<file path="src/sv/spmv_pkg.sv">
package spmv_pkg;

  localparam int unsigned MaxNodes = 1024;
  localparam int unsigned VecAw = (MaxNodes > 1) ? $clog2(MaxNodes) : 1;

  localparam int unsigned ValW = 32;
  localparam int unsigned DampW = 17;
  localparam int unsigned NodeW = 11;
  localparam int unsigned RowW = 10;
  localparam int unsigned CfgIdxW = 1;

  localparam int unsigned QueueDepth = 4;
  localparam int unsigned QueueAw = $clog2(QueueDepth);

  // Request codes.
  localparam logic [1:0] ReqVecWrite = 2'd0;
  localparam logic [1:0] ReqNonzero = 2'd1;
  localparam logic [1:0] ReqEmptyRow = 2'd2;

  // Configuration register indexes.
  localparam logic [CfgIdxW-1:0] CfgDamping = 1'b0;
  localparam logic [CfgIdxW-1:0] CfgNodeCount = 1'b1;

  localparam logic [DampW-1:0] DampingReset = 17'd55706;
  localparam logic [NodeW-1:0] NodeCountReset = 11'd1024;

  typedef struct packed {
    logic [1:0]      req_type;
    logic [9:0]      vec_index;
    logic [ValW-1:0] entry_value;
    logic [9:0]      column;
    logic            last_in_row;
  } in_item_t;

  typedef struct packed {
    logic [RowW-1:0] row_index;
    logic [ValW-1:0] row_value;
    logic            saturated;
  } out_item_t;

  typedef enum logic {
    KindNonzero,
    KindEmptyRow
  } work_kind_e;

  // One classified item on its way from the front to the back.
  typedef struct packed {
    work_kind_e      kind;
    logic [ValW-1:0] value;
    logic [ValW-1:0] x;
    logic            last;
  } work_t;

  typedef struct packed {
    logic not_empty;
    logic full;
  } queue_stat_t;

  typedef enum logic [1:0] {
    StIdle,
    StAccum,
    StScale,
    StFinish
  } back_state_e;

endpackage

</file>
<file path="src/sv/spmv_queue.sv">
module spmv_queue (
  input  logic                  clk_i,
  input  logic                  rst_ni,
  input  logic                  push_i,
  input  spmv_pkg::work_t       data_i,
  input  logic                  pop_i,
  output spmv_pkg::work_t       data_o,
  output spmv_pkg::queue_stat_t stat_o
);
  import spmv_pkg::*;

  work_t              entries_q [QueueDepth];
  logic [QueueAw-1:0] wr_ptr_q, rd_ptr_q;
  logic [QueueAw:0]   count_q, count_d;

  always_comb begin
    case ({push_i, pop_i})
      2'b10:   count_d = count_q + 1'b1;
      2'b01:   count_d = count_q - 1'b1;
      default: count_d = count_q;
    endcase
  end

  always_ff @(posedge clk_i) begin
    if (push_i) begin
      entries_q[wr_ptr_q] <= data_i;
    end
  end

  always_ff @(posedge clk_i or negedge rst_ni) begin
    if (!rst_ni) begin
      wr_ptr_q <= '0;
      rd_ptr_q <= '0;
      count_q  <= '0;
    end else begin
      if (push_i) begin
        wr_ptr_q <= wr_ptr_q + 1'b1;
      end
      if (pop_i) begin
        rd_ptr_q <= rd_ptr_q + 1'b1;
      end
      count_q <= count_d;
    end
  end

  assign data_o           = entries_q[rd_ptr_q];
  assign stat_o.not_empty = (count_q != '0);
  assign stat_o.full      = (count_q == (QueueAw + 1)'(QueueDepth));

endmodule

</file>
<file path="config.mk">
export PLATFORM = sky130hd
export DESIGN_NAME = spmv_queue
export DESIGN_NICKNAME = d
export VERILOG_FILES = /design/src/sv/spmv_pkg.sv /design/src/sv/spmv_queue.sv
export SDC_FILE = /design/constraint.sdc
export NUM_CORES = 1
export LEC_CHECK = 0
export BUFFER_PORTS_ARGS = -buffer_cell sky130_fd_sc_hd__buf_2
export CORE_ASPECT_RATIO = 0.7
export CORE_UTILIZATION = 45
export DETAILED_ROUTE_END_ITERATION = 7
export MAX_ROUTING_LAYER = met4
export PLACE_DENSITY = 0.77
export SLEW_MARGIN = 20
export SYNTH_ARGS = -nofsm -noshare
export SYNTH_HDL_FRONTEND = slang
export SYNTH_SLANG_ARGS = --single-unit
</file>
<file path="constraint.sdc">
create_clock -name clk_i -period 6.43 [get_ports clk_i]
set_input_delay 0.643 -clock clk_i [delete_from_list [all_inputs] [get_ports clk_i]]
set_output_delay 0.643 -clock clk_i [all_outputs]
set_load 0.01 [all_outputs]
</file>
* Word-level counts from Yosys, hierarchy flattened
Memory sizes are Yosys's and may differ from the RTL's. Cells that the tools add are included.
Word-level totals: register bits after elaboration 7, memory bits (writable) 264, bits of input ports 70, output and inout bits 68, logic and storage cells 16, memories kept 1
Memory list:
- entries_q | words 4, width 66, read ports 1, clocked after Yosys merged registers in 0, write ports 1, RTL line spmv_queue.sv:12 | work_t entries_q [QueueDepth];
Operators by class: $add $sub $neg 4, equality and inequality tests 3, muxes and demuxes 3, reduce and logical (&&, ||, !) cells 2
Operators with widths (count):
- 3-bit one-hot mux with 2 select lines | 1
- 2-bit by 1-bit adder with 2-bit output (second input constant) | 2
- 3-bit by 1-bit adder with 3-bit output (second input constant) | 1
- 3-bit == test (second input constant) | 1
- 3-bit nonzero test | 1
- 3-bit by 1-bit subtractor with 3-bit output (second input constant) | 1
- 2-bit by 1-bit == test with 1-bit output (second input constant) | 1
- 2-bit == test (second input constant) | 1
- 1-bit 2-to-1 mux | 2
- 2-bit nonzero test | 1

* Longest topological paths before layout
Gate-level depths: netlist of the first run.
depth after elaboration 2, mapped depth 7, depth with buffers taken out 7

* Worst setup path after synthesis of the first run
No wires, ideal clock.
kind input to register, from in push_i, to mem entries_q[2][0] in the netlist's numbering (enable), setup time 0.431 ns, arrival time 2.194 ns, required time 5.999 ns, path slack 3.805 ns, stages on the path 1, buffers on the path 0, cell sequence and2_1
Between the ends: cells in the longest elaborated chain, start to end 2
Ends and longest elaborated chain:
- start, declared | RTL line spmv_queue.sv:4 | input logic push_i,
- 1-bit 2-to-1 mux | RTL line spmv_queue.sv:25 | if (push_i) begin
- 1-bit 2-to-1 mux (not written as such) | RTL line spmv_queue.sv:26 | entries_q[wr_ptr_q] <= data_i;
- end, declared | RTL line spmv_queue.sv:12
Every way passes these cells.

==> parameters.txt, run 1 <==
Parameter                              Value

Routing
  Iteration-0 DRC Markers    326
  Routed length per placed instance    20.53 µm
  Routed WL    17100 µm
  DRC errors left    4
  Final antenna-violating net count    0
  Via count    4395
  Routed vias/inst    5.276
  Detailed Routing Iterations Pass 1    8

Worst setup path
  Sequence of cells on the critical path    buf_4 > mux4_2 > buf_2
  Classification of the worst setup path    reg -> out
  Gate family responsible for the most delay along the worst path    buffers and inverters
  R2R Setup Slk    4.44 ns
  Worst-path fanout max    46
  Count of buffer and inverter cells on the critical path    2
  Kind of start point of the critical path    register
  Critical path arrival    2.88 ns
  Data required time at the worst endpoint    5.79 ns
  Endpoint kind of the worst setup timing path    output pin
  Total stage count of the critical path    3
  Worst setup path startpoint    rd_ptr_q[0]
  Worst-path cell with the longest stage delay    sky130_fd_sc_hd__buf_4
  Max stage delay on crit path    0.77 ns
  Reg2reg end    rd_ptr_q[1]
  Startpoint of the worst-slack reg-to-reg timing path    rd_ptr_q[0]
  Number of cells on the worst reg-to-reg path    3

Clock network
  CTS HTree Levels    1
  Inserted Clock Buffers    25
  Buffer type at the clock tree root    sky130_fd_sc_hd__clkbuf_16
  Clock insertion delay at the later pin of the skew report    0.50 ns
  Max clock buf depth    3
  CTS-repair resized insts    0
  Number of buffers added for setup after CTS    0
  TritonCTS clock tree    built
  Clock-pin slew on the worst setup and hold paths    0.06 ns
  Clock sinks    271

Global route
  All-layer global routing usage    15.84%
  Overflow after GRT    0
  Global-route wire length before repair    26570 µm
  Pin count of the biggest net entering global routing    68
  Antenna violations before repair    1
  Number of global-route vias before repair    4766

Cells and area
  Final std cells w/o fill    833
  Layout Area Growth over Synthesis    16.74%
  Register cell area after layout    0.008110 mm²
  Area of all placed cells without fillers    0.01161 mm²
  Share of final-layout standard cells stronger than drive strength 1    44.00%
  Number of fill cells    1629
  Total area of multi-input combinational cells    0.001695 mm²
  Layout Utilization    53.55%
  Net total in the final layout    608

Yosys
  Post-synth net total    457
  Async set-or-reset flop fraction in the synthesized netlist    2.583%
  Post-synthesis sequential element count    271
  Register area share after synthesis    81.49%
  Post-synthesis average cell area    26.10 µm²
  Dominant register cell in the synthesized netlist    sky130_fd_sc_hd__edfxtp_1
  Most common cell in the synthesized netlist    sky130_fd_sc_hd__edfxtp_1
  Number of different library cells in the post-synthesis netlist    20
  Synth Instances    381
  Number of synthesized flops with an enable pin    264
  Top cells by instance count after synthesis    sky130_fd_sc_hd__edfxtp_1 (264), sky130_fd_sc_hd__mux4_2 (66), sky130_fd_sc_hd__dfrtp_1 (7), sky130_fd_sc_hd__inv_1 (6), sky130_fd_sc_hd__ha_1 (5)
  Share of the synthesized area in the top cell type    79.73%
  Mapped cell area    0.009943 mm²
  Synth top area cells    sky130_fd_sc_hd__edfxtp_1 (80%), sky130_fd_sc_hd__mux4_2 (15%), sky130_fd_sc_hd__dfrtp_1 (1.8%)
  Total number of yosys warnings    0
  Dominant cell type by area after synthesis    sky130_fd_sc_hd__edfxtp_1

Die
  # IOs    138
  Site row count    45
  Initial standard-cell utilization of the core    45.87%
  Std-Cell Core Area    0.02168 mm²
  Height of the die    126.4 µm
  Total Die Area    0.02270 mm²
  Die Width    179.7 µm

Pwr
  Net Switching    1.470 mW
  Relative contribution of combinational cells to total power    25.9%
  Post-layout power    5.184 mW
  Switching share of power    28.36%
  Peak supply drop    0.2957 mV
  Sequential group share of total power    48.8%
  Leak    3.960 nW
  Clock network power share    25.4%
  Power Dens Cells    446.6 mW/mm²
  Internal cell power    3.714 mW

STA
  Transition time of the tightest slew-check pin    1.040 ns
  Final hold violation count    0
  Unrepaired setup endpoints after global routing    no
  Maximum clock skew at final layout    0.01025 ns
  Fmax achieved    0.2839 GHz
  Final number of max-transition violations    0
  Setup total negative slack    0 ns
  PnR worst setup slack    2.908 ns
  Final worst path period share    54.78%
  Post-route minimum period    3.522 ns
  Worst Hold Slack    0.3498 ns
  Max_slew headroom    30.67%
  Endpoints failing setup    0

Placed design
  Pre-CTS worst setup slack    3.342 ns
  Area after DPL    0.01087 mm²
  Placed Cells incl. Taps    786
  IO Port Bufs    137
  Final weighted congestion in routability-driven placement    0.6846
  DPL Wire Length    9808 µm

Outcome
  Outcome    finished with violations
  Violations in the final reports    DRC

Min path
  Startpoint of the lowest-slack hold path    data_i[7]
  Cell depth of the worst min-delay path    1
  Worst min-delay path class    in -> reg
  Hold-critical path endpoint    entries_q[0][7]

Job
  Total of max-cap violations    0
## layout by cell type (no fill, tap or decap), drive strengths merged, types with 2 or more instances in the layout
cell    Yosys  final
dfrtp       7      7
clkbuf      0     34
mux4       66     66
nand2       2      2
edfxtp    264    264
clkinv      0     10
and2        4      4
xnor2       2      2
xor2        4      4
inv         6      6
buf        15    138
ha          5      5
## cell families (layout without fill, tap and decap cells)
| group | Yosys count | count (layout) | share of synthesized area (%) |
|---|---|---|---|
| multiplexers | 67 | 67 | 15.05 |
| AND/OR/NAND/NOR | 9 | 9 | 0.4908 |
| other | 0 | 1 | 0 |
| XOR/XNOR | 6 | 6 | 0.5285 |
| adder cells (fa/ha/maj) | 6 | 6 | 0.8305 |
| buffers and inverters | 21 | 190 | 1.560 |
| flip-flops | 271 | 271 | 81.49 |
| AO/OA/AOI/OAI | 1 | 1 | 0.05029 |
## final cells by class
class	count	area share, %
Sequential cell	271	69.87
Multi-Input combinational cell	89	14.61
Timing Repair Buffer	139	6.058
Clock buffer	34	5.767
Tap cell	282	3.040
Clock inverter	11	0.4420
Inverter	6	0.1940
Antenna cell	1	0.02156
## power by group through the flow
stage	Sequential [mW]	Combinational [mW]	Clock, mW
after floorplan	2.41	1.05	0
after detailed placement	2.58	1.37	0
after global routing	2.57	1.44	1.42
after global placement	2.55	1.35	0
final	2.53	1.34	1.31
after CTS	2.54	1.38	1.35
## repair_timing
action,4_1_cts,5_1_grt
hold buffers,1,0
endpoints found under the setup margin,0,0
endpoints found under the hold margin,7,0
## per-layer routing
metal  up-vias  track usage, %  wire [µm]  part of all wire, %
met5         -               -          0                    0
met4         0           3.702        339                  2.0
met3        29           3.704        975                  5.7
met2       140           25.37       8289                   48
met1      2296           20.86       7498                   44
li1       1930               -          -                    -
## registers in the layout, summed over array words and instances (netlist names)
signal	cells
entries_q	264
count_q	3
rd_ptr_q	2
wr_ptr_q	2
## worst max path at each step
stage                     slack [ns]              end
after floorplan                 3.81  entries_q[2][0]
after global placement          3.37       data_o[21]
after detailed placement        3.34        data_o[6]
after CTS                       2.78        data_o[6]
after global routing            2.64       data_o[31]
final                           2.91       data_o[31]
Note: power is estimated with default switching activity, not from simulation.
==> run 2, diff against run 1 <==
- PLACE_DENSITY: 0.77 -> 0.79
- clock period: 6.43 -> 2.9 ns (I/O delays scaled with it)
==> run 2 against run 1 <==
Compared with the run above: the flow still finishes with violations (DRC); clock skew shrank 0.0033 ns; total power grew 130%; sequential cell count is the same; count of clock-buffer cells in the layout shrank 1; global-route usage grew 0.50 points; setup slack lost 2.6 ns; critical path type unchanged; routed wire length grew 3.8%; register-to-register slack lost 3.4 ns; clock power grew 150%; cell area grew 7.7%; critical path depth is the same.
==> parameters.txt, run 2 (synthesized netlist as in run 1, its figures left out) <==
Parameter                              Value

STA
  Maximum clock skew at final layout    0.006990 ns (-0.003255 ns)
  Endpoints failing setup    0 (unchanged)
  Post-route minimum period    2.619 ns
  Final hold violation count    0 (unchanged)
  Max_slew headroom    32.15% (+1.5 points)
  Setup total negative slack    0 ns (unchanged)
  Transition time of the tightest slew-check pin    1.018 ns (-0.02212 ns)
  Fmax achieved    0.3818 GHz
  Final worst path period share    90.33%
  Unrepaired setup endpoints after global routing    no
  Final number of max-transition violations    0 (unchanged)

Routing
  Detailed Routing Iterations Pass 1    8 (unchanged)
  Routed length per placed instance    19.58 µm (-4.6%)
  Routed vias/inst    5.180 (-1.8%)
  Routed WL    17760 µm (+3.8%)
  Final antenna-violating net count    0 (unchanged)
  Iteration-0 DRC Markers    284 (-13%)
  DRC errors left    5 (+1)
  Via count    4698 (+6.9%)

Placed design
  DPL Wire Length    10360 µm (+5.7%)
  Area after DPL    0.01099 mm² (+1.1%)
  Final weighted congestion in routability-driven placement    0.7077 (+3.4%)
  IO Port Bufs    137 (unchanged)

Min path
  Cell depth of the worst min-delay path    2 (+1)
  Startpoint of the lowest-slack hold path    push_i
  Worst min-delay path class    in -> reg
  Hold-critical path endpoint    wr_ptr_q[0]

Outcome
  Outcome    finished with violations
  Violations in the final reports    DRC

Cells and area
  Net total in the final layout    682 (+12%)
  Antenna diode count    0 (-1)
  Share of final-layout standard cells stronger than drive strength 1    40.48% (-3.5 points)
  Number of flip-flops in the largest register    264 (unchanged)
  Commonest cells after routing, fill and taps aside    sky130_fd_sc_hd__edfxtp_1 (264), sky130_fd_sc_hd__buf_2 (137), sky130_fd_sc_hd__dlygate4sd3_1 (68)
  Largest Register    entries_q
  Largest registers    entries_q: 264 flops, count_q: 3 flops
  Area of all placed cells without fillers    0.01250 mm² (+7.7%)
  Commonest non-fill, non-tap cell in the layout    sky130_fd_sc_hd__edfxtp_1
  Layout Area Growth over Synthesis    25.67%

Clock network
  Clock insertion delay at the later pin of the skew report    0.51 ns (about the same)
  CTS-repair resized insts    0 (unchanged)
  Clock sinks    271 (unchanged)
  Buffer type at the clock tree root    sky130_fd_sc_hd__clkbuf_16
  Inserted Clock Buffers    26 (+4.0%)
  TritonCTS clock tree    built
  Clock-pin slew on the worst setup and hold paths    0.06 ns (about the same)
  Number of buffers added for setup after CTS    0 (unchanged)
  Number of hold-repair buffers added at the cts stage    66 (+65)
  CTS HTree Levels    1 (unchanged)
  Max clock buf depth    3 (unchanged)

Job
  Total of max-cap violations    0 (unchanged)

Die
  # IOs    138 (unchanged)
  Die Width    179.7 µm (unchanged)
  Height of the die    126.4 µm (unchanged)
  Total Die Area    0.02270 mm² (unchanged)
  Site row count    45 (unchanged)
  Std-Cell Core Area    0.02168 mm² (unchanged)
  Initial standard-cell utilization of the core    45.87% (unchanged)

Pwr
  Peak supply drop    0.5278 mV (+78%)
  Power Dens Cells    960.1 mW/mm² (+110%)
  Leak    4.334 nW (+9.5%)

Global route
  All-layer global routing usage    16.34% (+0.50 points)
  Antenna violations before repair    0 (-1)
  Number of global-route vias before repair    5090 (+6.8%)
  Pin count of the biggest net entering global routing    68 (unchanged)
  Overflow after GRT    0 (unchanged)
  Global-route wire length before repair    27440 µm (+3.3%)

Worst setup path
  Reg2reg end    entries_q[2][59]
  R2R Setup Slk    1.08 ns (-3.36 ns)
  Worst-path fanout max    28 (-39%)
  Endpoint kind of the worst setup timing path    output pin
  Kind of start point of the critical path    register
  Critical path arrival    2.33 ns (-0.55 ns)
  Sequence of cells on the critical path    buf_4 > mux4_2 > buf_2
  Max stage delay on crit path    0.82 ns (+0.05 ns)
  Startpoint of the worst-slack reg-to-reg timing path    wr_ptr_q[0]
  Classification of the worst setup path    reg -> out
  Worst-path cell with the longest stage delay    sky130_fd_sc_hd__dfrtp_4
  Number of cells on the worst reg-to-reg path    4 (+1)
  Data required time at the worst endpoint    2.61 ns (-3.18 ns)
## run 2: how the worst max path moves through the flow
stage,endpoint,from,slack (ns),cells past startpoint
after global routing,data_o[34],rd_ptr_q[0],0.13,3
final,data_o[59],rd_ptr_q[0],0.28,3
after CTS,data_o[24],rd_ptr_q[0],0.20,3
after detailed placement,data_o[24],rd_ptr_q[0],0.75,3
after global placement,data_o[24],rd_ptr_q[0],0.77,3
after floorplan,entries_q[2][0],wr_ptr_q[0],0.30,3
## run 2: report_power, final
part	internal [mW]	total (mW)	switching (mW)
clock	1.88	3.21	1.33
sequential	5.13	5.62	0.490
combinational	1.66	3.17	1.52
total	8.66	12.0	3.34
## run 2: final cells by class
cell class,count,area (µm²)
Clock buffer,33,698.2
Timing Repair Buffer,212,1494
Multi-Input combinational cell,89,1695
Inverter,6,22.52
Fill cell,1564,9181
Clock inverter,14,122.6
Tap cell,282,352.8
Sequential cell,271,8110
## run 2: critical path: cells and delay by family, from the launching register on
| kind | cells | cell delay (ns) |
|---|---|---|
| buffers and inverters | 2 | 0.47 |
| flip-flops | 1 | 0.82 |
| multiplexers | 1 | 0.52 |
## run 2: routing by layer
layer	GRT usage, %	wire [µm]
met3	2.527	705
met2	27.64	8992
met4	3.905	316
met5	-	0
met1	21.11	7745
## run 2: stage by stage
| stage | total power [mW] | util, % | setup slack [ns] | hold WS (ns) | std cells |
|---|---|---|---|---|---|
| final | 12.00 | 57.65 | 0.2805 | 0.07860 | 907 |
| after global routing | 12.55 | 57.65 | 0.1276 | 0.08901 | 907 |
| after CTS | 12.18 | 57.55 | 0.1951 | 0.0007482 | 905 |
| after detailed placement | 8.887 | 50.72 | 0.7486 | 0.1363 | 792 |
| after global placement | 8.764 | 50.72 | 0.7705 | 0.1257 | 792 |
| after floorplan | 7.686 | - | 0.2983 | -0.005591 | 381 |
